File: src/rtl/core/assert_macros.svh
// ----------------------------------------------------------------------------
// Assertion macros
// Shared concurrent assertion forms, clocked on i_clk, off during reset.
// ----------------------------------------------------------------------------
`ifndef ASSERT_MACROS_SVH
`define ASSERT_MACROS_SVH

// Same-cycle implication
`define ASSERT_IMP(label, ante, cons, msg) \
    label: assert property (@(posedge i_clk) disable iff (!i_rst_n) (ante) |-> (cons)) \
        else $error(msg);

// Next-cycle implication
`define ASSERT_NEXT(label, ante, cons, msg) \
    label: assert property (@(posedge i_clk) disable iff (!i_rst_n) (ante) |=> (cons)) \
        else $error(msg);

`endif

File: src/rtl/core/sfc_pkg.sv
// ----------------------------------------------------------------------------
// sfc_pkg
// Types and constants shared by the sensor frame checker modules.
// ----------------------------------------------------------------------------
`timescale 1ns / 1ps

package sfc_pkg;

    localparam int          SUM_LEN      = 11;     // bytes covered by the checksum
    localparam int          IDX_W        = 4;      // byte index width
    localparam logic [7:0]  MARKER_RESET = 8'h55;
    localparam int          RAW_W        = 16;
    localparam int          SCALE_W      = 12;
    localparam int          PROD_W       = RAW_W + SCALE_W;
    localparam int          ANGLE_W      = 18;
    localparam int          DIV_W        = 10;
    localparam logic [SCALE_W-1:0] ANGLE_SCALE = 12'd3600;
    localparam logic [DIV_W-1:0]   ANGLE_DIV   = 10'd1023;

    typedef enum logic [1:0] {
        ST_OK        = 2'd0,
        ST_BAD_START = 2'd1,
        ST_SUM_ERR   = 2'd2
    } t_status;

    // One classified frame, queued between front and back
    typedef struct packed {
        t_status            status;
        logic [RAW_W-1:0]   raw_angle;
        logic [31:0]        position;
        logic [31:0]        timestamp;
    } t_frame;

endpackage

File: src/rtl/core/sfc_front.sv
// ----------------------------------------------------------------------------
// sfc_front
// Byte intake: tracks the byte index, captures frame bytes, keeps the
// running sum and classifies each completed frame into a queue entry.
// ----------------------------------------------------------------------------
`timescale 1ns / 1ps

module sfc_front (
    input  logic                i_clk,
    input  logic                i_rst_n,
    input  logic                i_in_valid,
    output logic                o_in_ready,
    input  logic [7:0]          i_rx_byte,
    input  logic                i_first_byte,
    input  logic [7:0]          i_start_marker,
    input  logic                i_queue_full,
    output logic                o_push,
    output sfc_pkg::t_frame     o_frame
);

    logic [sfc_pkg::IDX_W-1:0]  r_idx, n_idx;
    logic [7:0]                 r_sum, n_sum;
    logic [7:0]                 r_frame [sfc_pkg::SUM_LEN];
    logic [sfc_pkg::IDX_W-1:0]  eff_idx;
    logic                       accept;
    logic                       is_check;

    // Byte transfer is taken whenever the queue has room
    assign o_in_ready = !i_queue_full;
    assign accept     = i_in_valid && o_in_ready;
    assign eff_idx    = i_first_byte ? '0 : r_idx;
    assign is_check   = eff_idx >= sfc_pkg::IDX_W'(sfc_pkg::SUM_LEN);
    assign o_push     = accept && is_check;

    // Index and running sum
    always_comb begin
        n_idx = r_idx;
        n_sum = r_sum;
        if (accept) begin
            if (is_check) begin
                n_idx = '0;
            end else begin
                n_idx = eff_idx + 1'b1;
                n_sum = (eff_idx == '0) ? i_rx_byte : r_sum + i_rx_byte;
            end
        end
    end

    always_ff @(posedge i_clk) begin
        if (!i_rst_n) begin
            r_idx <= '0;
            r_sum <= '0;
        end else begin
            r_idx <= n_idx;
            r_sum <= n_sum;
        end
    end

    // Frame byte capture
    always_ff @(posedge i_clk) begin
        if (accept && !is_check) begin
            r_frame[eff_idx] <= i_rx_byte;
        end
    end

    // Classification of the completed frame
    always_comb begin
        o_frame.raw_angle = {r_frame[2], r_frame[1]};
        o_frame.position  = {r_frame[6], r_frame[5], r_frame[4], r_frame[3]};
        o_frame.timestamp = {r_frame[10], r_frame[9], r_frame[8], r_frame[7]};
        if (r_frame[0] != i_start_marker) begin
            o_frame.status = sfc_pkg::ST_BAD_START;
        end else if (r_sum != i_rx_byte) begin
            o_frame.status = sfc_pkg::ST_SUM_ERR;
        end else begin
            o_frame.status = sfc_pkg::ST_OK;
        end
    end

endmodule

File: src/rtl/core/sfc_queue.sv
// ----------------------------------------------------------------------------
// sfc_queue
// Small FIFO of classified frames between the front and the back.
// ----------------------------------------------------------------------------
`timescale 1ns / 1ps

`include "assert_macros.svh"

module sfc_queue #(
    parameter int DEPTH = 4
) (
    input  logic                i_clk,
    input  logic                i_rst_n,
    input  logic                i_push,
    input  sfc_pkg::t_frame     i_data,
    input  logic                i_pop,
    output sfc_pkg::t_frame     o_data,
    output logic                o_full,
    output logic                o_empty
);

    localparam int PTR_W = $clog2(DEPTH);
    localparam int CNT_W = $clog2(DEPTH + 1);

    sfc_pkg::t_frame    r_mem [DEPTH];
    logic [PTR_W-1:0]   r_wr_ptr, n_wr_ptr;
    logic [PTR_W-1:0]   r_rd_ptr, n_rd_ptr;
    logic [CNT_W-1:0]   r_count, n_count;
    logic               do_push;
    logic               do_pop;

    assign o_full  = r_count == CNT_W'(DEPTH);
    assign o_empty = r_count == '0;
    assign do_push = i_push && !o_full;
    assign do_pop  = i_pop && !o_empty;
    assign o_data  = r_mem[r_rd_ptr];

    // Pointers and fill count
    always_comb begin
        n_wr_ptr = r_wr_ptr;
        n_rd_ptr = r_rd_ptr;
        n_count  = r_count;
        if (do_push) begin
            n_wr_ptr = (r_wr_ptr == PTR_W'(DEPTH - 1)) ? '0 : r_wr_ptr + 1'b1;
        end
        if (do_pop) begin
            n_rd_ptr = (r_rd_ptr == PTR_W'(DEPTH - 1)) ? '0 : r_rd_ptr + 1'b1;
        end
        case ({do_push, do_pop})
            2'b10:   n_count = r_count + 1'b1;
            2'b01:   n_count = r_count - 1'b1;
            default: n_count = r_count;
        endcase
    end

    always_ff @(posedge i_clk) begin
        if (!i_rst_n) begin
            r_wr_ptr <= '0;
            r_rd_ptr <= '0;
            r_count  <= '0;
        end else begin
            r_wr_ptr <= n_wr_ptr;
            r_rd_ptr <= n_rd_ptr;
            r_count  <= n_count;
        end
    end

    // Entry storage
    always_ff @(posedge i_clk) begin
        if (do_push) begin
            r_mem[r_wr_ptr] <= i_data;
        end
    end

    // A push into a full queue would drop a frame result
    `ASSERT_IMP(a_no_push_full, o_full, !i_push, "frame pushed into full queue")
    // Fill count rises by one on a push without a pop
    `ASSERT_NEXT(a_count_step, do_push && !do_pop, r_count == $past(r_count) + 1'b1, "queue count did not advance on push")

endmodule

File: src/rtl/core/sfc_back.sv
// ----------------------------------------------------------------------------
// sfc_back
// Frame execution: angle scaling pipeline (multiply, reciprocal estimate,
// correction), held good values, wrapping counters and the result register.
// ----------------------------------------------------------------------------
`timescale 1ns / 1ps

`include "assert_macros.svh"

module sfc_back (
    input  logic                        i_clk,
    input  logic                        i_rst_n,
    input  logic                        i_queue_empty,
    input  sfc_pkg::t_frame             i_frame,
    output logic                        o_pop,
    output logic                        o_out_valid,
    input  logic                        i_out_ready,
    output logic [1:0]                  o_status,
    output logic [sfc_pkg::ANGLE_W-1:0] o_angle_tenths,
    output logic signed [31:0]          o_position,
    output logic [31:0]                 o_timestamp,
    output logic [31:0]                 o_frame_count,
    output logic [31:0]                 o_bad_start_count,
    output logic [31:0]                 o_checksum_error_count
);

    localparam int PW = sfc_pkg::PROD_W;
    localparam int AW = sfc_pkg::ANGLE_W;
    localparam logic [PW:0] REM_LIMIT = (PW + 1)'(2 * sfc_pkg::ANGLE_DIV);

    // Stage 1: product
    logic               r_s1_v;
    logic [PW-1:0]      r_s1_prod;
    sfc_pkg::t_status   r_s1_status;
    logic [31:0]        r_s1_pos;
    logic [31:0]        r_s1_ts;
    // Stage 2: quotient estimate
    logic               r_s2_v;
    logic [PW-1:0]      r_s2_prod;
    logic [AW-1:0]      r_s2_q0;
    sfc_pkg::t_status   r_s2_status;
    logic [31:0]        r_s2_pos;
    logic [31:0]        r_s2_ts;
    // Result register, held values, counters
    logic               r_out_valid;
    sfc_pkg::t_status   r_status;
    logic [AW-1:0]      r_good_angle;
    logic [31:0]        r_good_pos;
    logic [31:0]        r_good_ts;
    logic [31:0]        r_frames;
    logic [31:0]        r_bad_starts;
    logic [31:0]        r_sum_errors;

    logic               out_adv;
    logic               s2_ready;
    logic               s1_adv;
    logic               s1_ready;
    logic [PW:0]        est_sum;
    logic [PW:0]        rem;
    logic [AW-1:0]      q_final;

    // Stall chain, back to front
    assign out_adv  = r_s2_v && (!r_out_valid || i_out_ready);
    assign s2_ready = !r_s2_v || out_adv;
    assign s1_adv   = r_s1_v && s2_ready;
    assign s1_ready = !r_s1_v || s1_adv;
    assign o_pop    = !i_queue_empty && s1_ready;

    // p/1023 estimate: (p + p/1024 + p/2^20) / 1024, low by at most one
    assign est_sum = (PW + 1)'(r_s1_prod) + (PW + 1)'(r_s1_prod >> 10)
                   + (PW + 1)'(r_s1_prod >> 20);

    // Remainder p - 1023*q0 lies in [0, 2045]; one step corrects it
    assign rem     = (PW + 1)'(r_s2_prod) - ((PW + 1)'(r_s2_q0) << sfc_pkg::DIV_W)
                   + (PW + 1)'(r_s2_q0);
    assign q_final = (rem >= (PW + 1)'(sfc_pkg::ANGLE_DIV)) ? r_s2_q0 + 1'b1 : r_s2_q0;

    // Pipeline valid bits
    always_ff @(posedge i_clk) begin
        if (!i_rst_n) begin
            r_s1_v      <= 1'b0;
            r_s2_v      <= 1'b0;
            r_out_valid <= 1'b0;
        end else begin
            if (o_pop) begin
                r_s1_v <= 1'b1;
            end else if (s1_adv) begin
                r_s1_v <= 1'b0;
            end
            if (s1_adv) begin
                r_s2_v <= 1'b1;
            end else if (out_adv) begin
                r_s2_v <= 1'b0;
            end
            if (out_adv) begin
                r_out_valid <= 1'b1;
            end else if (i_out_ready) begin
                r_out_valid <= 1'b0;
            end
        end
    end

    // Pipeline payload
    always_ff @(posedge i_clk) begin
        if (o_pop) begin
            r_s1_prod   <= PW'(i_frame.raw_angle) * PW'(sfc_pkg::ANGLE_SCALE);
            r_s1_status <= i_frame.status;
            r_s1_pos    <= i_frame.position;
            r_s1_ts     <= i_frame.timestamp;
        end
        if (s1_adv) begin
            r_s2_prod   <= r_s1_prod;
            r_s2_q0     <= AW'(est_sum >> sfc_pkg::DIV_W);
            r_s2_status <= r_s1_status;
            r_s2_pos    <= r_s1_pos;
            r_s2_ts     <= r_s1_ts;
        end
        if (out_adv) begin
            r_status <= r_s2_status;
        end
    end

    // Held good values and counters, updated as each result is loaded
    always_ff @(posedge i_clk) begin
        if (!i_rst_n) begin
            r_good_angle <= '0;
            r_good_pos   <= '0;
            r_good_ts    <= '0;
            r_frames     <= '0;
            r_bad_starts <= '0;
            r_sum_errors <= '0;
        end else if (out_adv) begin
            r_frames <= r_frames + 1'b1;
            case (r_s2_status)
                sfc_pkg::ST_BAD_START: r_bad_starts <= r_bad_starts + 1'b1;
                sfc_pkg::ST_SUM_ERR:   r_sum_errors <= r_sum_errors + 1'b1;
                sfc_pkg::ST_OK: begin
                    r_good_angle <= q_final;
                    r_good_pos   <= r_s2_pos;
                    r_good_ts    <= r_s2_ts;
                end
                default: begin
                end
            endcase
        end
    end

    assign o_out_valid            = r_out_valid;
    assign o_status               = r_status;
    assign o_angle_tenths         = r_good_angle;
    assign o_position             = r_good_pos;
    assign o_timestamp            = r_good_ts;
    assign o_frame_count          = r_frames;
    assign o_bad_start_count      = r_bad_starts;
    assign o_checksum_error_count = r_sum_errors;

    // Reciprocal estimate must land within one of the true quotient
    `ASSERT_IMP(a_rem_range, r_s2_v, rem < REM_LIMIT, "angle quotient estimate out of range")
    // Every loaded result counts exactly one frame
    `ASSERT_NEXT(a_frame_count, out_adv, r_frames == $past(r_frames) + 1'b1, "frame count skipped")

endmodule

File: src/rtl/core/sensor_frame_checker_top.sv
// Path: checksum byte transfer, queue entry, stage 1, stage 2, result register.
// Throughput: one byte per cycle while the frame queue has room; one result
// per 12-byte frame, set by the byte intake.
// Output stalls back up through the 3-stage angle pipeline into the frame queue.
// Reset (synchronous, active low): index, sum, held values and counters clear,
// start marker returns to 0x55, queue and pipeline empty.
// ----------------------------------------------------------------------------
// sensor_frame_checker_top
// Checks fixed 12-byte sensor frames and reports status, scaled angle,
// position, timestamp and frame counters for each completed frame.
// ----------------------------------------------------------------------------
`timescale 1ns / 1ps

module sensor_frame_checker_top #(
    parameter int QUEUE_DEPTH = 4
) (
    input  logic                        i_clk,
    input  logic                        i_rst_n,
    // Byte channel
    input  logic                        i_in_valid,
    output logic                        o_in_ready,
    input  logic [7:0]                  i_rx_byte,
    input  logic                        i_first_byte,
    // Configuration channel
    input  logic                        i_cfg_valid,
    output logic                        o_cfg_ready,
    input  logic [7:0]                  i_start_marker,
    // Result channel
    output logic                        o_out_valid,
    input  logic                        i_out_ready,
    output logic [1:0]                  o_status,
    output logic [sfc_pkg::ANGLE_W-1:0] o_angle_tenths,
    output logic signed [31:0]          o_position,
    output logic [31:0]                 o_timestamp,
    output logic [31:0]                 o_frame_count,
    output logic [31:0]                 o_bad_start_count,
    output logic [31:0]                 o_checksum_error_count
);

    logic [7:0]         r_start_marker;
    logic               push;
    logic               pop;
    logic               q_full;
    logic               q_empty;
    sfc_pkg::t_frame    front_frame;
    sfc_pkg::t_frame    head_frame;

    // Start marker register, written on each config transfer
    assign o_cfg_ready = 1'b1;

    always_ff @(posedge i_clk) begin
        if (!i_rst_n) begin
            r_start_marker <= sfc_pkg::MARKER_RESET;
        end else if (i_cfg_valid) begin
            r_start_marker <= i_start_marker;
        end
    end

    sfc_front u_front (
        .i_clk          (i_clk),
        .i_rst_n        (i_rst_n),
        .i_in_valid     (i_in_valid),
        .o_in_ready     (o_in_ready),
        .i_rx_byte      (i_rx_byte),
        .i_first_byte   (i_first_byte),
        .i_start_marker (r_start_marker),
        .i_queue_full   (q_full),
        .o_push         (push),
        .o_frame        (front_frame)
    );

    sfc_queue #(
        .DEPTH (QUEUE_DEPTH)
    ) u_queue (
        .i_clk   (i_clk),
        .i_rst_n (i_rst_n),
        .i_push  (push),
        .i_data  (front_frame),
        .i_pop   (pop),
        .o_data  (head_frame),
        .o_full  (q_full),
        .o_empty (q_empty)
    );

    sfc_back u_back (
        .i_clk                  (i_clk),
        .i_rst_n                (i_rst_n),
        .i_queue_empty          (q_empty),
        .i_frame                (head_frame),
        .o_pop                  (pop),
        .o_out_valid            (o_out_valid),
        .i_out_ready            (i_out_ready),
        .o_status               (o_status),
        .o_angle_tenths         (o_angle_tenths),
        .o_position             (o_position),
        .o_timestamp            (o_timestamp),
        .o_frame_count          (o_frame_count),
        .o_bad_start_count      (o_bad_start_count),
        .o_checksum_error_count (o_checksum_error_count)
    );

endmodule

File: config.mk
export PLATFORM = sky130hd
export DESIGN_NAME = sensor_frame_checker_top
export DESIGN_NICKNAME = d
export VERILOG_FILES = /design/src/rtl/core/sfc_pkg.sv /design/src/rtl/core/sfc_front.sv /design/src/rtl/core/sfc_queue.sv /design/src/rtl/core/sfc_back.sv /design/src/rtl/core/sensor_frame_checker_top.sv
export VERILOG_INCLUDE_DIRS = /design/src /design/src/rtl/core
export SDC_FILE = /design/constraint.sdc
export NUM_CORES = 1
export LEC_CHECK = 0
export BUFFER_PORTS_ARGS = -buffer_cell sky130_fd_sc_hd__buf_2
export CORE_MARGIN = 4
export CORE_UTILIZATION = 55
export DETAILED_ROUTE_END_ITERATION = 12
export PLACE_DENSITY = 0.8
export SYNTH_ARGS = -nofsm -noshare
export SYNTH_HDL_FRONTEND = slang
export SYNTH_SLANG_ARGS = --single-unit
File: constraint.sdc
create_clock -name i_clk -period 9.1 [get_ports i_clk]
set_input_delay 0.455 -clock i_clk [delete_from_list [all_inputs] [get_ports i_clk]]
set_output_delay 0.455 -clock i_clk [all_outputs]
set_load 0.02 [all_outputs]
==> results.tsv, run 1 <==
metric	value	unit
status	completed	
R2R Setup Slk	2940	ps
Cell Area, Synth	34600	um2
syn nets	2667	
area leader, netlist	edfxtp_1	
number of port buffers	203	
library cells used by synthesis	81	
Gate Count Post-Synth	2455	
Max Root-Sink Buffers	3	
Highest Clock Rate	162	MHz
average wire per standard cell	22.0	um
Synth top area share	53.4	%
Crit path max-delay family	compound AO/OA/AOI/OAI gates	
most common cell in the netlist	edfxtp_1	
CTS tree	yes	
drt total wl	78700	um
Max-cap violations	0	
dominant synthesized flop cell	edfxtp_1	
leak pwr	14.6	nW
routability cong.	0.876	
Simple-Gate Fraction of Synth Area	9.02	%
worst hold path type	input pin to register	
Final Hold Vio Count	0	
RSZ-0062 raised after global routing	false	
Antenna Nets Post-Route	0	
grt ovf	0	
FILL cells	4282	
Final Util	63.2	%
XOR/XNOR Fraction of Synth Area	3.46	%
synth top area cells	edfxtp_1, dfxtp_1, ha_1, mux4_2, nand2_1	
area of the multi-input gates	11100	um2
Layout area overhead	13.3	%
CTS H-tree lvls	3	
Finished Cell Area	39200	um2
proportion of synthesized area in mux cells	5.86	%
1st-pass router iterations	5	
pin count of the biggest net entering global routing	91	
minimum clock period	6160	ps
Core Area	62100	um2
First DRT Iteration DRCs	1852	
Final Max Tran Viols	0	
final setup vio count	0	
total CTS buffers	78	
Adder-Cell Fraction of Synth Area	7.69	%
CP max FO	58	
chip width	259	um
via/cell ratio	5.89	
VDD IR-drop max	258	uV
sequential-to-total area share from yosys stat	65.5	%
hpwl dp	50600	um
WP data required	9470	ps
crit path kind	register to register	
Clock Latency Late Sink	640	ps
Worst Setup Start Kind	register	
Compound-Gate Fraction of Synth Area	5.98	%
cts repair resizes	0	
power density over the cells	362	nW/um2
Worst-Margin Slew	1140	ps
Layout Nets	2879	
Worst Clk Skew	29.9	ps
total track usage	23.2	%
cts hold-fix bufs	0	
crit path buf inv count	3	
vias in the first global route	21100	
setup TNS	0	ps
share of cells above drive strength 1	16.6	%
initial antenna violation count	1	
synth warn	0	
Post-Syn Area per Cell	14.1	um2
ys async rst share	0	%
Die ar.	67100	um2
vias post-DR	21000	
WP data arrival	6530	ps
first-pass GRT wire length	122000	um
Final Cycle Share	67.7	%
Die Y	259	um
Cell Chain, Critical Path	buf_4 > mux4_2 > inv_1 > fa_1 > inv_1 > ha_1 > fa_1 > ha_1 > ha_1 > a21oi_1 > o21ai_0 > a21oi_1 > o21a_1 > o21ai_0 > o41ai_1 > o2111ai_1 > a21oi_1 > xnor2_1	
top post-synthesis cells by count	edfxtp_1, nand2_1, dfxtp_1	
total clock sinks	826	
Placed Area	36500	um2
IO Count	205	
DRC viols	0	
CTS root buffer	clkbuf_16	
headroom to the max-slew limit	23.7	%
Crit path largest cell delay	770	ps
largest family of logic cells by synthesized area	simple AND/OR/NAND/NOR gates	
slowest CP cell	buf_4	
crit end category	register	
storage element area	22700	um2
post-CTS setup buffer count	0	
Initial Util	55.8	%
FP Rows	91	
EDFF count, synth	616	
Clock transition at path regs	60	ps
post-synthesis sequential element count	826	
tightest hold or removal path, stage by stage:
cell and delay (ps):
buf_2 80, mux2i_1 50, nand2_1 60
cells in the final DEF (no fill, tap or decap), drive strengths merged, types with 20 or more instances in the layout:
cell	n
a21oi	130
and3	44
buf	217
clkbuf	113
clkinv	20
dfxtp	210
edfxtp	616
fa	38
ha	152
inv	134
mux4	82
nand2	229
nand3	66
nand4	38
nor2	157
nor3	34
o21ai	58
or3	25
xnor2	45
xor2	92
kinds of logic (layout without fill, tap and decap cells):
family / Yosys count / in the layout
buf+inv: 216 / 493
flops: 826 / 826
other cells: 1 / 2
compound gates: 323 / 323
simple gates: 662 / 662
mux: 100 / 100
fa+ha+maj: 190 / 190
xor+xnor: 137 / 137
routing by layer:
metal | share of wire (%) | track usage [%]
met4 | 2.5 | 6.49
met2 | 50 | 39.9
met1 | 40 | 31.1
met5 | 0 | 0
met3 | 7.2 | 3.69
state kept, by name (all words and copies together) (netlist names), 24 cells and up, named ones only:
signal	cells
u_back.o_bad_start_count	32
u_back.r_s1_prod	24
u_back.o_timestamp	32
u_back.r_s2_pos	32
u_back.o_frame_count	32
u_back.o_checksum_error_count	32
u_back.o_position	32
u_back.r_s1_pos	32
u_front.r_frame	88
u_queue.r_mem	328
u_back.r_s2_ts	32
u_back.r_s1_ts	32
u_back.r_s2_prod	24
report_power, final:
| group | switching [mW] | internal, mW |
|---|---|---|
| logic | 3.28 | 2.34 |
| clock network | 1.39 | 1.98 |
| registers | 0.346 | 4.87 |
path summary, 6_finish.rpt:
check / from / to / depth (start not counted)
setup / recovery: register / u_back.r_s1_prod[26] / 18
setup reg to reg: register / u_back.r_s1_prod[26] / 18
hold reg to reg: u_back.r_s1_pos[26] / u_back.r_s2_pos[26] / 0
hold / removal: i_start_marker[4] / r_start_marker[4] / 3
final cells by class:
cell class / instances / share of cell area (%)
well taps: 837 / 2.67
clock inverters: 32 / 1.00
repair buffers: 217 / 2.86
inverters: 131 / 1.27
clock buffers: 113 / 5.95
flip-flops and latches: 826 / 57.9
multi-input cells: 1413 / 28.4
diodes: 1 / 0.00638
through the flow:
step                std cells  setup slack, ps  hold slack, ps  power (mW)
floorplan                2455             2040             400        9.48
global placement         3424             3150             403        10.6
detailed placement       3424             3020             405        10.8
CTS                      3569             2980            7.03        14.2
global route             3570             2530            47.5        15.2
finish                   3570             2940            35.3        14.2
Note: power is estimated with default switching activity, not from simulation.
==> inputs of run 2 (changes only) <==
==> constraint.sdc (replaced) <==
create_clock -name i_clk -period 6.4 [get_ports i_clk]
set_input_delay 0.32 -clock i_clk [delete_from_list [all_inputs] [get_ports i_clk]]
set_output_delay 0.32 -clock i_clk [all_outputs]
set_load 0.02 [all_outputs]
==> run 2 against run 1 <==
Compared with the run above:
- non-clock buffer count grew 9
- sequential power increased by 42%
- sequential share of layout area up 0.063 points
- clock-buffer cell count down 5
- first-iteration DRC count grew 8.9%
- final cell count increased by 0.22%
- clock skew fell by 10 ps
- via count is 0.29% higher
- clock power rose by 39%
- flip-flop and latch count unchanged
- die area unchanged
- setup slack got worse by 2000 ps
- critical path type unchanged
- critical endpoint is now u_back.r_s1_prod[27]
- largest power group unchanged
==> results.tsv, run 2 (synthesis results as in run 1) <==
metric	value	unit	change
status	completed		unchanged
Highest Clock Rate	184	MHz	was 162 MHz
hpwl dp	48900	um	was 50600 um
setup TNS	0	ps	unchanged
first-pass GRT wire length	122000	um	about the same
drt total wl	78100	um	was 78700 um
WP data required	6770	ps	was 9470 ps
DRC viols	0		unchanged
Layout area overhead	13.2	%	was 13.3%
share of cells above drive strength 1	16.0	%	was 16.6%
Worst Setup Start Kind	register		unchanged
RSZ-0062 raised after global routing	false		unchanged
commonest non-fill, non-tap cell in the layout	edfxtp_1		unchanged
FP Rows	91		unchanged
FILL cells	4358		was 4282
number of port buffers	203		unchanged
max FFs per register	328		unchanged
total clock sinks	826		unchanged
Max-cap violations	0		unchanged
clock power share	23.5	%	was 23.7%
Final Non-Filler Cells	3578		was 3570
final setup vio count	0		unchanged
Final Max Tran Viols	0		unchanged
Worst Reg-to-Reg Cells	19		was 18
Final Hold Vio Count	0		unchanged
Sw Pwr	7.00	mW	was 5.01 mW
power density over the cells	510	nW/um2	was 362 nW/um2
Core Area	62100	um2	unchanged
headroom to the max-slew limit	24.0	%	was 23.7%
Finished Cell Area	39200	um2	about the same
Max Root-Sink Buffers	3		unchanged
leak pwr	14.5	nW	was 14.6 nW
most frequent cells in the layout	edfxtp_1, nand2_1, dfxtp_1		unchanged
1st-pass router iterations	8		was 5
Placed Cells	3425		was 3424
routability cong.	0.881		was 0.876
storage element area	22700	um2	unchanged
WHS Path Cells	3		unchanged
Die Y	259	um	unchanged
Clock transition at path regs	60	ps	about the same
crit path kind	register to register		unchanged
Placed Area	36500	um2	about the same
Final Cycle Share	84.8	%	was 67.7%
grt ovf	0		unchanged
Seq pwr share	37.0	%	was 36.7%
Clock Latency Late Sink	630	ps	was 640 ps
Die ar.	67100	um2	unchanged
switching part of the total	35.0	%	was 35.3%
crit end category	register		unchanged
WP data arrival	5800	ps	was 6530 ps
Worst Clk Skew	19.5	ps	was 29.9 ps
CTS root buffer	clkbuf_16		unchanged
First DRT Iteration DRCs	2016		was 1852
chip width	259	um	unchanged
IO Count	205		unchanged
area of the multi-input gates	11100	um2	unchanged
average wire per standard cell	21.8	um	was 22.0 um
worst hold path type	input pin to register		unchanged
Worst-Margin Slew	1140	ps	about the same
CTS tree	yes		unchanged
Most flops, register	u_queue.r_mem		unchanged
Initial Util	55.8	%	unchanged
vias in the first global route	21800		was 21100
vias post-DR	21100		was 21000
Int Pwr	13.0	mW	was 9.18 mW
CTS H-tree lvls	3		unchanged
pin count of the biggest net entering global routing	107		was 91
initial antenna violation count	3		was 1
Layout Nets	2888		was 2879
via/cell ratio	5.90		was 5.89
total CTS buffers	78		unchanged
Antenna Nets Post-Route	0		unchanged
VDD IR-drop max	424	uV	was 258 uV
Comb pwr share	39.5	%	about the same
total track usage	23.3	%	was 23.2%
minimum clock period	5430	ps	was 6160 ps
cts repair resizes	0		unchanged
CP max FO	18		was 58
Top Registers	u_queue.r_mem: 328 flops, u_front.r_frame: 88 flops		unchanged
[run 2: power by group through the flow]
| stage | registers (mW) | clock network (mW) | logic [mW] |
|---|---|---|---|
| 2_1_floorplan | 7.34 | 0 | 6.12 |
| 3_3_place_gp | 7.46 | 0 | 7.58 |
| 3_5_place_dp | 7.49 | 0 | 7.77 |
| 4_1_cts | 7.39 | 4.76 | 7.92 |
| 5_1_grt | 7.45 | 5.00 | 8.97 |
| 6_report | 7.39 | 4.69 | 7.90 |
[run 2: timing repair]
item,4_1_cts,5_1_grt
hold endpoints to repair,8,0
setup buffers,0,0
hold buffers,8,0
[run 2: through the flow]
stage / power [mW] / util [%] / hold WS (ps) / setup WS [ps]
final: 20.0 / 63.2 / 43.2 / 974
after global placement: 15.0 / 58.9 / 403 / 1010
after detailed placement: 15.3 / 58.9 / 405 / 1000
after CTS: 20.1 / 63.2 / 3.26 / 915
after floorplan: 13.5 / - / 400 / 305
after global routing: 21.4 / 63.2 / 36.3 / 537
[run 2: worst paths after layout]
| kind | start | end | slack [ps] |
|---|---|---|---|
| worst min-delay path | i_start_marker[6] | r_start_marker[6] | 40 |
| worst min register to register | u_back.r_s1_pos[20] | u_back.r_s2_pos[20] | 420 |
| worst max-delay path | register | u_back.r_s1_prod[27] | 970 |
| worst max register to register | register | u_back.r_s1_prod[27] | 970 |
[run 2: cell type report]
type / instances / share of cell area (%)
sequential: 826 / 57.9
multi-input combinational: 1413 / 28.4
antenna: 2 / 0.0128
clock inverter: 35 / 1.15
clock buffer: 108 / 5.47
tap: 837 / 2.67
timing repair buffer: 226 / 3.08
inverter: 131 / 1.27
[run 2: worst max-delay path, stage by stage, from the launching register on]
cell and delay, ps:
dfxtp_4 560, mux4_2 570, inv_1 180, fa_1 430
inv_1 70, ha_1 240, fa_1 470, ha_1 330
inv_1 70, fa_1 450, nor2b_1 120, o21ai_0 100
a21boi_0 260, o21ai_0 130, a21oi_1 270, o2111ai_1 170
a31oi_1 340, a211o_1 200, a21oi_1 70, xnor2_1 120
[run 2: per-layer routing]
layer | global-route usage, % | share of wire (%)
met4 | 7.42 | 2.7
met5 | 0 | 0.017
met1 | 30.1 | 39
met2 | 40.1 | 50
met3 | 4.47 | 8.1
